### src/rtl/hpc_pkg.sv
// ----------------------------------------------------------------------------
// hpc_pkg
// Shared widths, codes and types of the heater PID / hysteresis controller.
// ----------------------------------------------------------------------------
package hpc_pkg;

    localparam int TEMP_W  = 15;   // temperatures, 1/16 degree
    localparam int GAIN_W  = 8;    // Q4.4 gains
    localparam int BAND_W  = 10;
    localparam int ERR_W   = 16;
    localparam int DERIV_W = 17;
    localparam int SUM_W   = 24;
    localparam int DRIVE_W = 24;
    localparam int RAW_W   = 34;
    localparam int CMP_W   = 17;   // width for temperature threshold compares
    localparam int OP_W    = 2;
    localparam int CFG_IDX_W  = 3;
    localparam int CFG_DATA_W = 15;

    // input op codes
    localparam logic [OP_W-1:0] OP_SAMPLE   = 2'd0;
    localparam logic [OP_W-1:0] OP_TOUCH    = 2'd1;
    localparam logic [OP_W-1:0] OP_HEAT_ON  = 2'd2;
    localparam logic [OP_W-1:0] OP_HEAT_OFF = 2'd3;

    // register indexes
    localparam logic [CFG_IDX_W-1:0] CFG_GOAL_TEMP    = 3'd0;
    localparam logic [CFG_IDX_W-1:0] CFG_GAIN_P       = 3'd1;
    localparam logic [CFG_IDX_W-1:0] CFG_GAIN_I       = 3'd2;
    localparam logic [CFG_IDX_W-1:0] CFG_GAIN_D       = 3'd3;
    localparam logic [CFG_IDX_W-1:0] CFG_BAND_ON      = 3'd4;
    localparam logic [CFG_IDX_W-1:0] CFG_BAND_OFF     = 3'd5;
    localparam logic [CFG_IDX_W-1:0] CFG_REARM_ENABLE = 3'd6;

    // register reset values
    localparam logic signed [TEMP_W-1:0] RST_GOAL_TEMP = '0;
    localparam logic [GAIN_W-1:0] RST_GAIN_P   = 8'd19;
    localparam logic [GAIN_W-1:0] RST_GAIN_I   = 8'd11;
    localparam logic [GAIN_W-1:0] RST_GAIN_D   = 8'd38;
    localparam logic [BAND_W-1:0] RST_BAND_ON  = 10'd48;
    localparam logic [BAND_W-1:0] RST_BAND_OFF = 10'd3;

    // raw drive limits, 1/256 degree units: 3.0 and 0.01
    localparam logic signed [RAW_W-1:0] OFF_LIMIT = RAW_W'(768);
    localparam logic signed [RAW_W-1:0] ON_LIMIT  = RAW_W'(2);

    localparam logic signed [DRIVE_W-1:0] DRIVE_MAX = {1'b0, {(DRIVE_W-1){1'b1}}};
    localparam logic signed [DRIVE_W-1:0] DRIVE_MIN = {1'b1, {(DRIVE_W-1){1'b0}}};
    localparam logic signed [SUM_W-1:0]   SUM_MAX   = {1'b0, {(SUM_W-1){1'b1}}};
    localparam logic signed [SUM_W-1:0]   SUM_MIN   = {1'b1, {(SUM_W-1){1'b0}}};

    // classified command, front to back
    typedef struct packed {
        logic                     sample;
        logic                     load_temp;
        logic                     touch;
        logic                     touch_level;
        logic                     set_heat;
        logic                     clr_heat;
        logic signed [TEMP_W-1:0] temp;
    } t_cmd;

    typedef struct packed {
        logic                  we;
        logic [CFG_IDX_W-1:0]  index;
        logic [CFG_DATA_W-1:0] data;
    } t_cfg_wr;

endpackage

### src/rtl/hpc_front.sv
// ----------------------------------------------------------------------------
// hpc_front
// Input side: takes items from the input channel and decodes them into commands.
// ----------------------------------------------------------------------------
module hpc_front (
    input  logic                              i_in_valid,
    input  logic [hpc_pkg::OP_W-1:0]          i_op,
    input  logic signed [hpc_pkg::TEMP_W-1:0] i_temp_sample,
    input  logic                              i_read_ok,
    input  logic                              i_touch_level,
    input  logic                              i_q_full,
    output logic                              o_in_stall,
    output logic                              o_push,
    output hpc_pkg::t_cmd                     o_cmd
);

    assign o_in_stall = i_q_full;
    assign o_push     = i_in_valid & ~i_q_full;

    always_comb begin
        o_cmd             = '0;
        o_cmd.temp        = i_temp_sample;
        o_cmd.touch_level = i_touch_level;
        unique case (i_op)
            hpc_pkg::OP_SAMPLE: begin
                o_cmd.sample    = 1'b1;
                o_cmd.load_temp = i_read_ok;
            end
            hpc_pkg::OP_TOUCH:    o_cmd.touch    = 1'b1;
            hpc_pkg::OP_HEAT_ON:  o_cmd.set_heat = 1'b1;
            hpc_pkg::OP_HEAT_OFF: o_cmd.clr_heat = 1'b1;
            default:              o_cmd.clr_heat = 1'b1;
        endcase
    end

endmodule

### src/rtl/hpc_queue.sv
// ----------------------------------------------------------------------------
// hpc_queue
// Two-entry command queue between the front and the execution back end.
// ----------------------------------------------------------------------------
module hpc_queue (
    input  logic          i_clk,
    input  logic          i_rst_n,
    input  logic          i_push,
    input  hpc_pkg::t_cmd i_cmd,
    input  logic          i_pop,
    output logic          o_full,
    output logic          o_valid,
    output hpc_pkg::t_cmd o_cmd
);

    hpc_pkg::t_cmd r_entry [2];
    logic          r_wr_ptr;
    logic          r_rd_ptr;
    logic [1:0]    r_count;
    logic          n_wr_ptr;
    logic          n_rd_ptr;
    logic [1:0]    n_count;

    assign o_full  = r_count[1];
    assign o_valid = |r_count;
    assign o_cmd   = r_entry[r_rd_ptr];

    always_comb begin
        n_wr_ptr = r_wr_ptr ^ i_push;
        n_rd_ptr = r_rd_ptr ^ i_pop;
        n_count  = r_count + 2'(i_push) - 2'(i_pop);
    end

    always_ff @(posedge i_clk) begin
        if (!i_rst_n) begin
            r_wr_ptr <= 1'b0;
            r_rd_ptr <= 1'b0;
            r_count  <= 2'd0;
        end else begin
            r_wr_ptr <= n_wr_ptr;
            r_rd_ptr <= n_rd_ptr;
            r_count  <= n_count;
        end
    end

    always_ff @(posedge i_clk) begin
        if (i_push) begin
            r_entry[r_wr_ptr] <= i_cmd;
        end
    end

endmodule

### src/rtl/hpc_back.sv
// ----------------------------------------------------------------------------
// hpc_back
// Execution side: registers, PID step, hysteresis and touch logic, result port.
// ----------------------------------------------------------------------------
module hpc_back (
    input  logic                               i_clk,
    input  logic                               i_rst_n,
    input  hpc_pkg::t_cfg_wr                   i_cfg,
    input  logic                               i_q_valid,
    input  hpc_pkg::t_cmd                      i_cmd,
    output logic                               o_pop,
    output logic                               o_out_valid,
    input  logic                               i_out_stall,
    output logic                               o_heater_on,
    output logic signed [hpc_pkg::DRIVE_W-1:0] o_drive_value,
    output logic                               o_loop_enabled,
    output logic signed [hpc_pkg::TEMP_W-1:0]  o_current_temp
);

    // configuration registers
    logic signed [hpc_pkg::TEMP_W-1:0] r_goal;
    logic [hpc_pkg::GAIN_W-1:0]        r_gain_p;
    logic [hpc_pkg::GAIN_W-1:0]        r_gain_i;
    logic [hpc_pkg::GAIN_W-1:0]        r_gain_d;
    logic [hpc_pkg::BAND_W-1:0]        r_band_on;
    logic [hpc_pkg::BAND_W-1:0]        r_band_off;
    logic                              r_rearm;

    // controller state
    logic                               r_heat,       n_heat;
    logic                               r_loop,       n_loop;
    logic                               r_prior_touch, n_prior_touch;
    logic signed [hpc_pkg::TEMP_W-1:0]  r_last_temp,  n_last_temp;
    logic signed [hpc_pkg::TEMP_W-1:0]  r_past_temp,  n_past_temp;
    logic signed [hpc_pkg::SUM_W-1:0]   r_error_sum,  n_error_sum;
    logic signed [hpc_pkg::ERR_W-1:0]   r_prior_error, n_prior_error;
    logic signed [hpc_pkg::DRIVE_W-1:0] r_last_drive, n_last_drive;
    logic                               r_out_valid,  n_out_valid;

    logic                               w_take;
    logic signed [hpc_pkg::TEMP_W-1:0]  w_temp;
    logic signed [hpc_pkg::ERR_W-1:0]   w_error;
    logic signed [hpc_pkg::SUM_W:0]     w_sum_wide;
    logic signed [hpc_pkg::SUM_W-1:0]   w_sum;
    logic signed [hpc_pkg::DERIV_W-1:0] w_deriv;
    logic signed [hpc_pkg::ERR_W+hpc_pkg::GAIN_W:0]   w_prod_p;
    logic signed [hpc_pkg::SUM_W+hpc_pkg::GAIN_W:0]   w_prod_i;
    logic signed [hpc_pkg::DERIV_W+hpc_pkg::GAIN_W:0] w_prod_d;
    logic signed [hpc_pkg::RAW_W-1:0]   w_raw;
    logic signed [hpc_pkg::RAW_W-1:0]   w_div;
    logic signed [hpc_pkg::DRIVE_W-1:0] w_drive;
    logic signed [hpc_pkg::CMP_W-1:0]   w_on_lim;
    logic signed [hpc_pkg::CMP_W-1:0]   w_off_lim;
    logic signed [hpc_pkg::CMP_W-1:0]   w_temp_x;
    logic signed [hpc_pkg::CMP_W-1:0]   w_past_x;
    logic                               w_turn_off;
    logic                               w_heat_mid;
    logic                               w_turn_on;
    logic                               w_pid_heat;
    logic                               w_rise;

    assign w_take = i_q_valid & (~r_out_valid | ~i_out_stall);
    assign o_pop  = w_take;

    // PID arithmetic on the temperature this sample leaves behind
    assign w_temp     = i_cmd.load_temp ? i_cmd.temp : r_last_temp;
    assign w_error    = hpc_pkg::ERR_W'(r_goal) - hpc_pkg::ERR_W'(w_temp);
    assign w_sum_wide = (hpc_pkg::SUM_W+1)'(r_error_sum) + (hpc_pkg::SUM_W+1)'(w_error);

    always_comb begin
        if (w_sum_wide[hpc_pkg::SUM_W] == w_sum_wide[hpc_pkg::SUM_W-1]) begin
            w_sum = w_sum_wide[hpc_pkg::SUM_W-1:0];
        end else if (w_sum_wide[hpc_pkg::SUM_W]) begin
            w_sum = hpc_pkg::SUM_MIN;
        end else begin
            w_sum = hpc_pkg::SUM_MAX;
        end
    end

    assign w_deriv  = hpc_pkg::DERIV_W'(w_error) - hpc_pkg::DERIV_W'(r_prior_error);
    assign w_prod_p = $signed({1'b0, r_gain_p}) * w_error;
    assign w_prod_i = $signed({1'b0, r_gain_i}) * w_sum;
    assign w_prod_d = $signed({1'b0, r_gain_d}) * w_deriv;
    assign w_raw    = hpc_pkg::RAW_W'(w_prod_p) + hpc_pkg::RAW_W'(w_prod_i)
                    + hpc_pkg::RAW_W'(w_prod_d);
    // floor division by 16
    assign w_div    = w_raw >>> 4;

    always_comb begin
        if ((&w_div[hpc_pkg::RAW_W-1:hpc_pkg::DRIVE_W-1])
                || !(|w_div[hpc_pkg::RAW_W-1:hpc_pkg::DRIVE_W-1])) begin
            w_drive = w_div[hpc_pkg::DRIVE_W-1:0];
        end else if (w_div[hpc_pkg::RAW_W-1]) begin
            w_drive = hpc_pkg::DRIVE_MIN;
        end else begin
            w_drive = hpc_pkg::DRIVE_MAX;
        end
    end

    // hysteresis: off check first, on check sees its result
    assign w_on_lim   = hpc_pkg::CMP_W'(r_goal)
                      - $signed({{(hpc_pkg::CMP_W-hpc_pkg::BAND_W){1'b0}}, r_band_on});
    assign w_off_lim  = hpc_pkg::CMP_W'(r_goal)
                      - $signed({{(hpc_pkg::CMP_W-hpc_pkg::BAND_W){1'b0}}, r_band_off});
    assign w_temp_x   = hpc_pkg::CMP_W'(w_temp);
    assign w_past_x   = hpc_pkg::CMP_W'(r_past_temp);
    assign w_turn_off = r_heat && (w_temp_x >= w_on_lim) && (w_past_x <= w_temp_x)
                        && (w_raw <= hpc_pkg::OFF_LIMIT);
    assign w_heat_mid = r_heat & ~w_turn_off;
    assign w_turn_on  = !w_heat_mid && (w_temp_x <= w_off_lim) && (w_past_x >= w_temp_x)
                        && (w_raw > hpc_pkg::ON_LIMIT);
    assign w_pid_heat = w_heat_mid | w_turn_on;

    assign w_rise = i_cmd.touch_level & ~r_prior_touch;

    always_comb begin
        n_heat        = r_heat;
        n_loop        = r_loop;
        n_prior_touch = r_prior_touch;
        n_last_temp   = r_last_temp;
        n_past_temp   = r_past_temp;
        n_error_sum   = r_error_sum;
        n_prior_error = r_prior_error;
        n_last_drive  = r_last_drive;
        if (w_take) begin
            priority if (i_cmd.sample) begin
                if (r_loop) begin
                    n_last_temp   = w_temp;
                    n_error_sum   = w_sum;
                    n_last_drive  = w_drive;
                    n_heat        = w_pid_heat;
                    n_prior_error = w_error;
                    n_past_temp   = w_temp;
                end
            end else if (i_cmd.touch) begin
                if (w_rise) begin
                    if (!r_heat) begin
                        n_heat = 1'b1;
                        if (r_rearm) begin
                            n_loop = 1'b1;
                        end
                    end else begin
                        n_heat = 1'b0;
                        n_loop = 1'b0;
                    end
                end
                n_prior_touch = i_cmd.touch_level;
            end else if (i_cmd.set_heat) begin
                n_heat = 1'b1;
            end else begin
                n_heat = 1'b0;
            end
        end
    end

    always_comb begin
        if (w_take) begin
            n_out_valid = 1'b1;
        end else if (i_out_stall) begin
            n_out_valid = r_out_valid;
        end else begin
            n_out_valid = 1'b0;
        end
    end

    always_ff @(posedge i_clk) begin
        if (!i_rst_n) begin
            r_heat        <= 1'b0;
            r_loop        <= 1'b1;
            r_prior_touch <= 1'b0;
            r_last_temp   <= '0;
            r_past_temp   <= '0;
            r_error_sum   <= '0;
            r_prior_error <= '0;
            r_last_drive  <= '0;
            r_out_valid   <= 1'b0;
        end else begin
            r_heat        <= n_heat;
            r_loop        <= n_loop;
            r_prior_touch <= n_prior_touch;
            r_last_temp   <= n_last_temp;
            r_past_temp   <= n_past_temp;
            r_error_sum   <= n_error_sum;
            r_prior_error <= n_prior_error;
            r_last_drive  <= n_last_drive;
            r_out_valid   <= n_out_valid;
        end
    end

    always_ff @(posedge i_clk) begin
        if (!i_rst_n) begin
            r_goal     <= hpc_pkg::RST_GOAL_TEMP;
            r_gain_p   <= hpc_pkg::RST_GAIN_P;
            r_gain_i   <= hpc_pkg::RST_GAIN_I;
            r_gain_d   <= hpc_pkg::RST_GAIN_D;
            r_band_on  <= hpc_pkg::RST_BAND_ON;
            r_band_off <= hpc_pkg::RST_BAND_OFF;
            r_rearm    <= 1'b0;
        end else if (i_cfg.we) begin
            unique case (i_cfg.index)
                hpc_pkg::CFG_GOAL_TEMP:    r_goal     <= $signed(i_cfg.data[hpc_pkg::TEMP_W-1:0]);
                hpc_pkg::CFG_GAIN_P:       r_gain_p   <= i_cfg.data[hpc_pkg::GAIN_W-1:0];
                hpc_pkg::CFG_GAIN_I:       r_gain_i   <= i_cfg.data[hpc_pkg::GAIN_W-1:0];
                hpc_pkg::CFG_GAIN_D:       r_gain_d   <= i_cfg.data[hpc_pkg::GAIN_W-1:0];
                hpc_pkg::CFG_BAND_ON:      r_band_on  <= i_cfg.data[hpc_pkg::BAND_W-1:0];
                hpc_pkg::CFG_BAND_OFF:     r_band_off <= i_cfg.data[hpc_pkg::BAND_W-1:0];
                hpc_pkg::CFG_REARM_ENABLE: r_rearm    <= i_cfg.data[0];
                default: ;
            endcase
        end
    end

    // state only moves when a result is taken, so it doubles as the result register
    assign o_out_valid    = r_out_valid;
    assign o_heater_on    = r_heat;
    assign o_drive_value  = r_last_drive;
    assign o_loop_enabled = r_loop;
    assign o_current_temp = r_last_temp;

endmodule

### src/rtl/heater_pid_hysteresis_control.sv
// ----------------------------------------------------------------------------
// heater_pid_hysteresis_control
// Heater controller with PID drive, hysteresis switching and touch toggle.
// ----------------------------------------------------------------------------
//  channel  | handshake                   | payload
//  ---------+-----------------------------+-----------------------------------------
//  input    | i_in_valid / o_in_stall     | i_op i_temp_sample i_read_ok i_touch_level
//  result   | o_out_valid / i_out_stall   | o_heater_on o_drive_value o_loop_enabled
//           |                             | o_current_temp
//  config   | i_cfg_we                    | i_cfg_index i_cfg_data
//
//  One item per cycle sustained while i_out_stall is low; a result is registered
//  after its item leaves the queue. The rate is set by the execute step in the
//  back end, whose state (heater flag, integral, previous error) feeds the next item.
//  Synchronous active-low reset; the queue is empty and the loop enabled after it.
//  A result stall holds the back end; the front keeps taking items until the
//  two-entry queue is full, and o_in_stall depends only on the queue fill.
// ----------------------------------------------------------------------------
module heater_pid_hysteresis_control (
    input  logic                                  i_clk,
    input  logic                                  i_rst_n,
    input  logic                                  i_cfg_we,
    input  logic [hpc_pkg::CFG_IDX_W-1:0]         i_cfg_index,
    input  logic [hpc_pkg::CFG_DATA_W-1:0]        i_cfg_data,
    input  logic                                  i_in_valid,
    output logic                                  o_in_stall,
    input  logic [hpc_pkg::OP_W-1:0]              i_op,
    input  logic signed [hpc_pkg::TEMP_W-1:0]     i_temp_sample,
    input  logic                                  i_read_ok,
    input  logic                                  i_touch_level,
    output logic                                  o_out_valid,
    input  logic                                  i_out_stall,
    output logic                                  o_heater_on,
    output logic signed [hpc_pkg::DRIVE_W-1:0]    o_drive_value,
    output logic                                  o_loop_enabled,
    output logic signed [hpc_pkg::TEMP_W-1:0]     o_current_temp
);

    hpc_pkg::t_cmd    w_front_cmd;
    hpc_pkg::t_cmd    w_q_cmd;
    hpc_pkg::t_cfg_wr w_cfg;
    logic             w_push;
    logic             w_pop;
    logic             w_q_full;
    logic             w_q_valid;

    assign w_cfg.we    = i_cfg_we;
    assign w_cfg.index = i_cfg_index;
    assign w_cfg.data  = i_cfg_data;

    hpc_front u_front (
        .i_in_valid    (i_in_valid),
        .i_op          (i_op),
        .i_temp_sample (i_temp_sample),
        .i_read_ok     (i_read_ok),
        .i_touch_level (i_touch_level),
        .i_q_full      (w_q_full),
        .o_in_stall    (o_in_stall),
        .o_push        (w_push),
        .o_cmd         (w_front_cmd)
    );

    hpc_queue u_queue (
        .i_clk   (i_clk),
        .i_rst_n (i_rst_n),
        .i_push  (w_push),
        .i_cmd   (w_front_cmd),
        .i_pop   (w_pop),
        .o_full  (w_q_full),
        .o_valid (w_q_valid),
        .o_cmd   (w_q_cmd)
    );

    hpc_back u_back (
        .i_clk          (i_clk),
        .i_rst_n        (i_rst_n),
        .i_cfg          (w_cfg),
        .i_q_valid      (w_q_valid),
        .i_cmd          (w_q_cmd),
        .o_pop          (w_pop),
        .o_out_valid    (o_out_valid),
        .i_out_stall    (i_out_stall),
        .o_heater_on    (o_heater_on),
        .o_drive_value  (o_drive_value),
        .o_loop_enabled (o_loop_enabled),
        .o_current_temp (o_current_temp)
    );

endmodule
### config.mk
export PLATFORM = sky130hd
export DESIGN_NAME = heater_pid_hysteresis_control
export DESIGN_NICKNAME = d
export VERILOG_FILES = /design/src/rtl/hpc_pkg.sv /design/src/rtl/hpc_front.sv /design/src/rtl/hpc_queue.sv /design/src/rtl/hpc_back.sv /design/src/rtl/heater_pid_hysteresis_control.sv
export SDC_FILE = /design/constraint.sdc
export NUM_CORES = 2
export LEC_CHECK = 0
export BUFFER_PORTS_ARGS = -buffer_cell sky130_fd_sc_hd__clkbuf_2
export CAP_MARGIN = 20
export CORE_ASPECT_RATIO = 0.9
export CORE_MARGIN = 2
export CORE_UTILIZATION = 45
export CTS_BUF_LIST = sky130_fd_sc_hd__clkbuf_8
export DETAILED_ROUTE_END_ITERATION = 10
export SYNTH_ARGS = -nofsm -noshare
export SYNTH_HDL_FRONTEND = slang
export SYNTH_SLANG_ARGS = --single-unit
### constraint.sdc
create_clock -name i_clk -period 14.5 [get_ports i_clk]
set_input_delay 2.175 -clock i_clk [delete_from_list [all_inputs] [get_ports i_clk]]
set_output_delay 2.175 -clock i_clk [all_outputs]
set_load 0.005 [all_outputs]
==> run metrics <==
die area=68700 sq um; f_max=0.0727 GHz; via count=22945; Hold WC Path Type=reg2reg; worst setup margin=0.740 ns; number of I/O pins=85; post-synth design cell area=30000 sq um; routability cong.=0.923; Worst Path Buf+Inv=11; dpl ws=0.241 ns; reg2reg setup slack=0.74 ns; vias in the first global route=22869; final hold vios=0; die height=249 microns; First DRT Iteration DRCs=1575; CP delay by family, top=adder cells; CTS tree=built; design area=32300 sq um; CTS max path bufs=2; Setup crit end kind=flip-flop; global-route wire length before repair=129000 microns; top_reg_cell synth=dfxtp_1; syn_nets=4282; R2R cell count=56; most common cell after layout, fill and taps aside=inv_1; R2R Path End=u_back.o_drive_value[2]$_SDFFE_PN0P_; CP peak stage delay=0.58 ns; hold path depth=2; Setup Skew=0.0302 ns; fraction of layout cells with a size suffix above 1=7.30%; DP HPWL=66600 microns; Post-DRT Antenna Nets=0; routed vias/inst=5.18; Relative slew margins=25.2%; Required @ worst endpoint=15.04 ns; Pre-antenna DRT Iters=7; critical path startpoint category=flip-flop; Worst Hold Launch=u_back.r_gain_i[2]$_SDFFE_PN0P_; Root Buffer=clkbuf_8; # port buffers=84; initial antenna violation count=3; clk_lat worst skew=0.60 ns; die width=276 microns; WHS Endpoint=u_back.r_gain_i[2]$_SDFFE_PN0P_; Synth top area share=33.2%; fraction of registers with async set/reset=0%; minimum clock period=13.76 ns; CP max-delay cell=fa_1; max-slew violations=0; actual slew at the worst max-slew pin=1.12 ns; status=finished clean; commonest non-fill, non-tap cells in the layout=inv_1 (718), nand2_1 (539), fa_1 (497); final setup violating endpoints=0; top post-synthesis cells by area=fa_1 (33%), ha_1 (11%), dfxtp_1 (9.9%); Placed Instances=4382; WL per Instance=17.7 microns; sequential fraction of the synthesis area=13.9%; Final nets=4355; Syn Area/Cell=8.62 sq um; Yosys cell types=82; Routed Wire Length=78200 microns; Non-Filler Instances=4427; placed cell area=31600 sq um; Post-Synthesis Cells=3476; total gr overflow=0; YS warnings=0; Worst Path Max Fanout=20; clock buffer count from CTS=17; DRC errors left=0; cell taking the most area after synthesis=fa_1; cts hold-fix bufs=0; Tcrit/Tclk final=94.9%; initial core utilization=45.6%; critical path class=reg2reg; Tot GR Track Use=24.1%; Core Box Area=65700 sq um; post-synthesis register bit count=188; num rows=89; Critical Path AT=14.30 ns; largest net degree at the start of global routing=74; area grow syn2layout=7.80%; worst hold slack=0.470 ns; Max H-tree Level=4; clock slew at reported path FFs=0.13 ns; most used cell, CP=fa_1; Sink Count=188; EDFF count, synth=40; Max-Cap Viols=0
## sequential cells by signal (all words and copies together), names as in the netlist, 2 cells and up, named ones only
name / cells
u_back.r_gain_d: 8
u_back.o_drive_value: 24
u_back.r_prior_error: 16
u_back.r_goal: 15
u_back.o_current_temp: 15
u_queue.r_entry: 40
u_back.r_error_sum: 24
u_back.r_gain_i: 8
u_queue.r_count: 2
u_back.r_band_off: 10
u_back.r_band_on: 10
u_back.r_gain_p: 8
## worst register-to-register path: cells and delay by family, from the launching register on
kind                       cells  cell delay, ns
adders and majority gates     12            5.50
AOI/OAI and AO/OA             19            3.72
and+or+nand+nor               11            1.85
buffers and inverters         11            1.68
DFF                            1            0.41
xor gates and xnor gates       2            0.31
muxes                          1            0.23
## layer usage
metal | track usage [%] | vias to the layer above | wire length, microns
li1 | - | 10966 | -
met1 | 38.8 | 11395 | 39900
met2 | 33.5 | 527 | 32200
met3 | 4.62 | 55 | 5290
met4 | 4.19 | 2 | 828
met5 | 0 | - | 8
## synthesized netlist by cell type (31+ instances only)
cell      number
a21boi_0      70
a21o_1        33
a21oi_1      122
and2_1       180
clkbuf_1      95
dfxtp_1      148
edfxtp_1      40
fa_1         497
ha_1         267
inv_1        718
nand2_1      540
nand3_1       46
nor2_1       109
nor2b_1       69
nor3_1        33
o21ai_0      124
xnor2_1       62
xor2_1        31
## cell families after synthesis
logic type               synth area share, %
AO/OA/AOI/OAI                           11.3
XOR/XNOR                                2.72
adder cells (fa/ha/maj)                 44.4
buffers and inverters                   10.4
flip-flops                              13.9
multiplexers                           0.810
AND/OR/NAND/NOR                         16.5
## worst max path at each step
stage / slack (ns) / endpoint / startpoint / cells after the start
after floorplan: 0.99 / u_back.o_drive_value[10]$_SDFFE_PN0P_ / flip-flop / 53
after global placement: 0.41 / u_back.o_drive_value[2]$_SDFFE_PN0P_ / flip-flop / 52
after detailed placement: 0.24 / u_back.o_drive_value[2]$_SDFFE_PN0P_ / flip-flop / 55
after CTS: 0.14 / u_back.o_drive_value[2]$_SDFFE_PN0P_ / flip-flop / 53
after global routing: -0.09 / u_back.o_drive_value[2]$_SDFFE_PN0P_ / flip-flop / 55
final: 0.74 / u_back.o_drive_value[2]$_SDFFE_PN0P_ / flip-flop / 56
## layout make-up
cell class | instances | area (sq um)
fillers | 6399 | 33400
multi-input cells | 2459 | 22800
flip-flops and latches | 188 | 4170
inverters | 719 | 2700
well taps | 864 | 1080
repair buffers | 164 | 1070
clock buffers | 17 | 234
clock inverters | 15 | 219
diodes | 1 | 2.50
## timing repair
action,4_1_cts,5_1_grt
endpoints found under the setup margin,0,24
buffers inserted,0,8
gates resized for setup,0,41
## stage by stage
stage                     util, %  setup TNS, ns
after global placement       48.0              0
final                        49.2              0
after detailed placement     48.0              0
after CTS                    48.7              0
after floorplan                 -              0
after global routing         49.2         -0.106
Power is left out: the tool's default activity adds up to more than one toggle a clock period on the data nets, which glitch-free logic cannot reach.
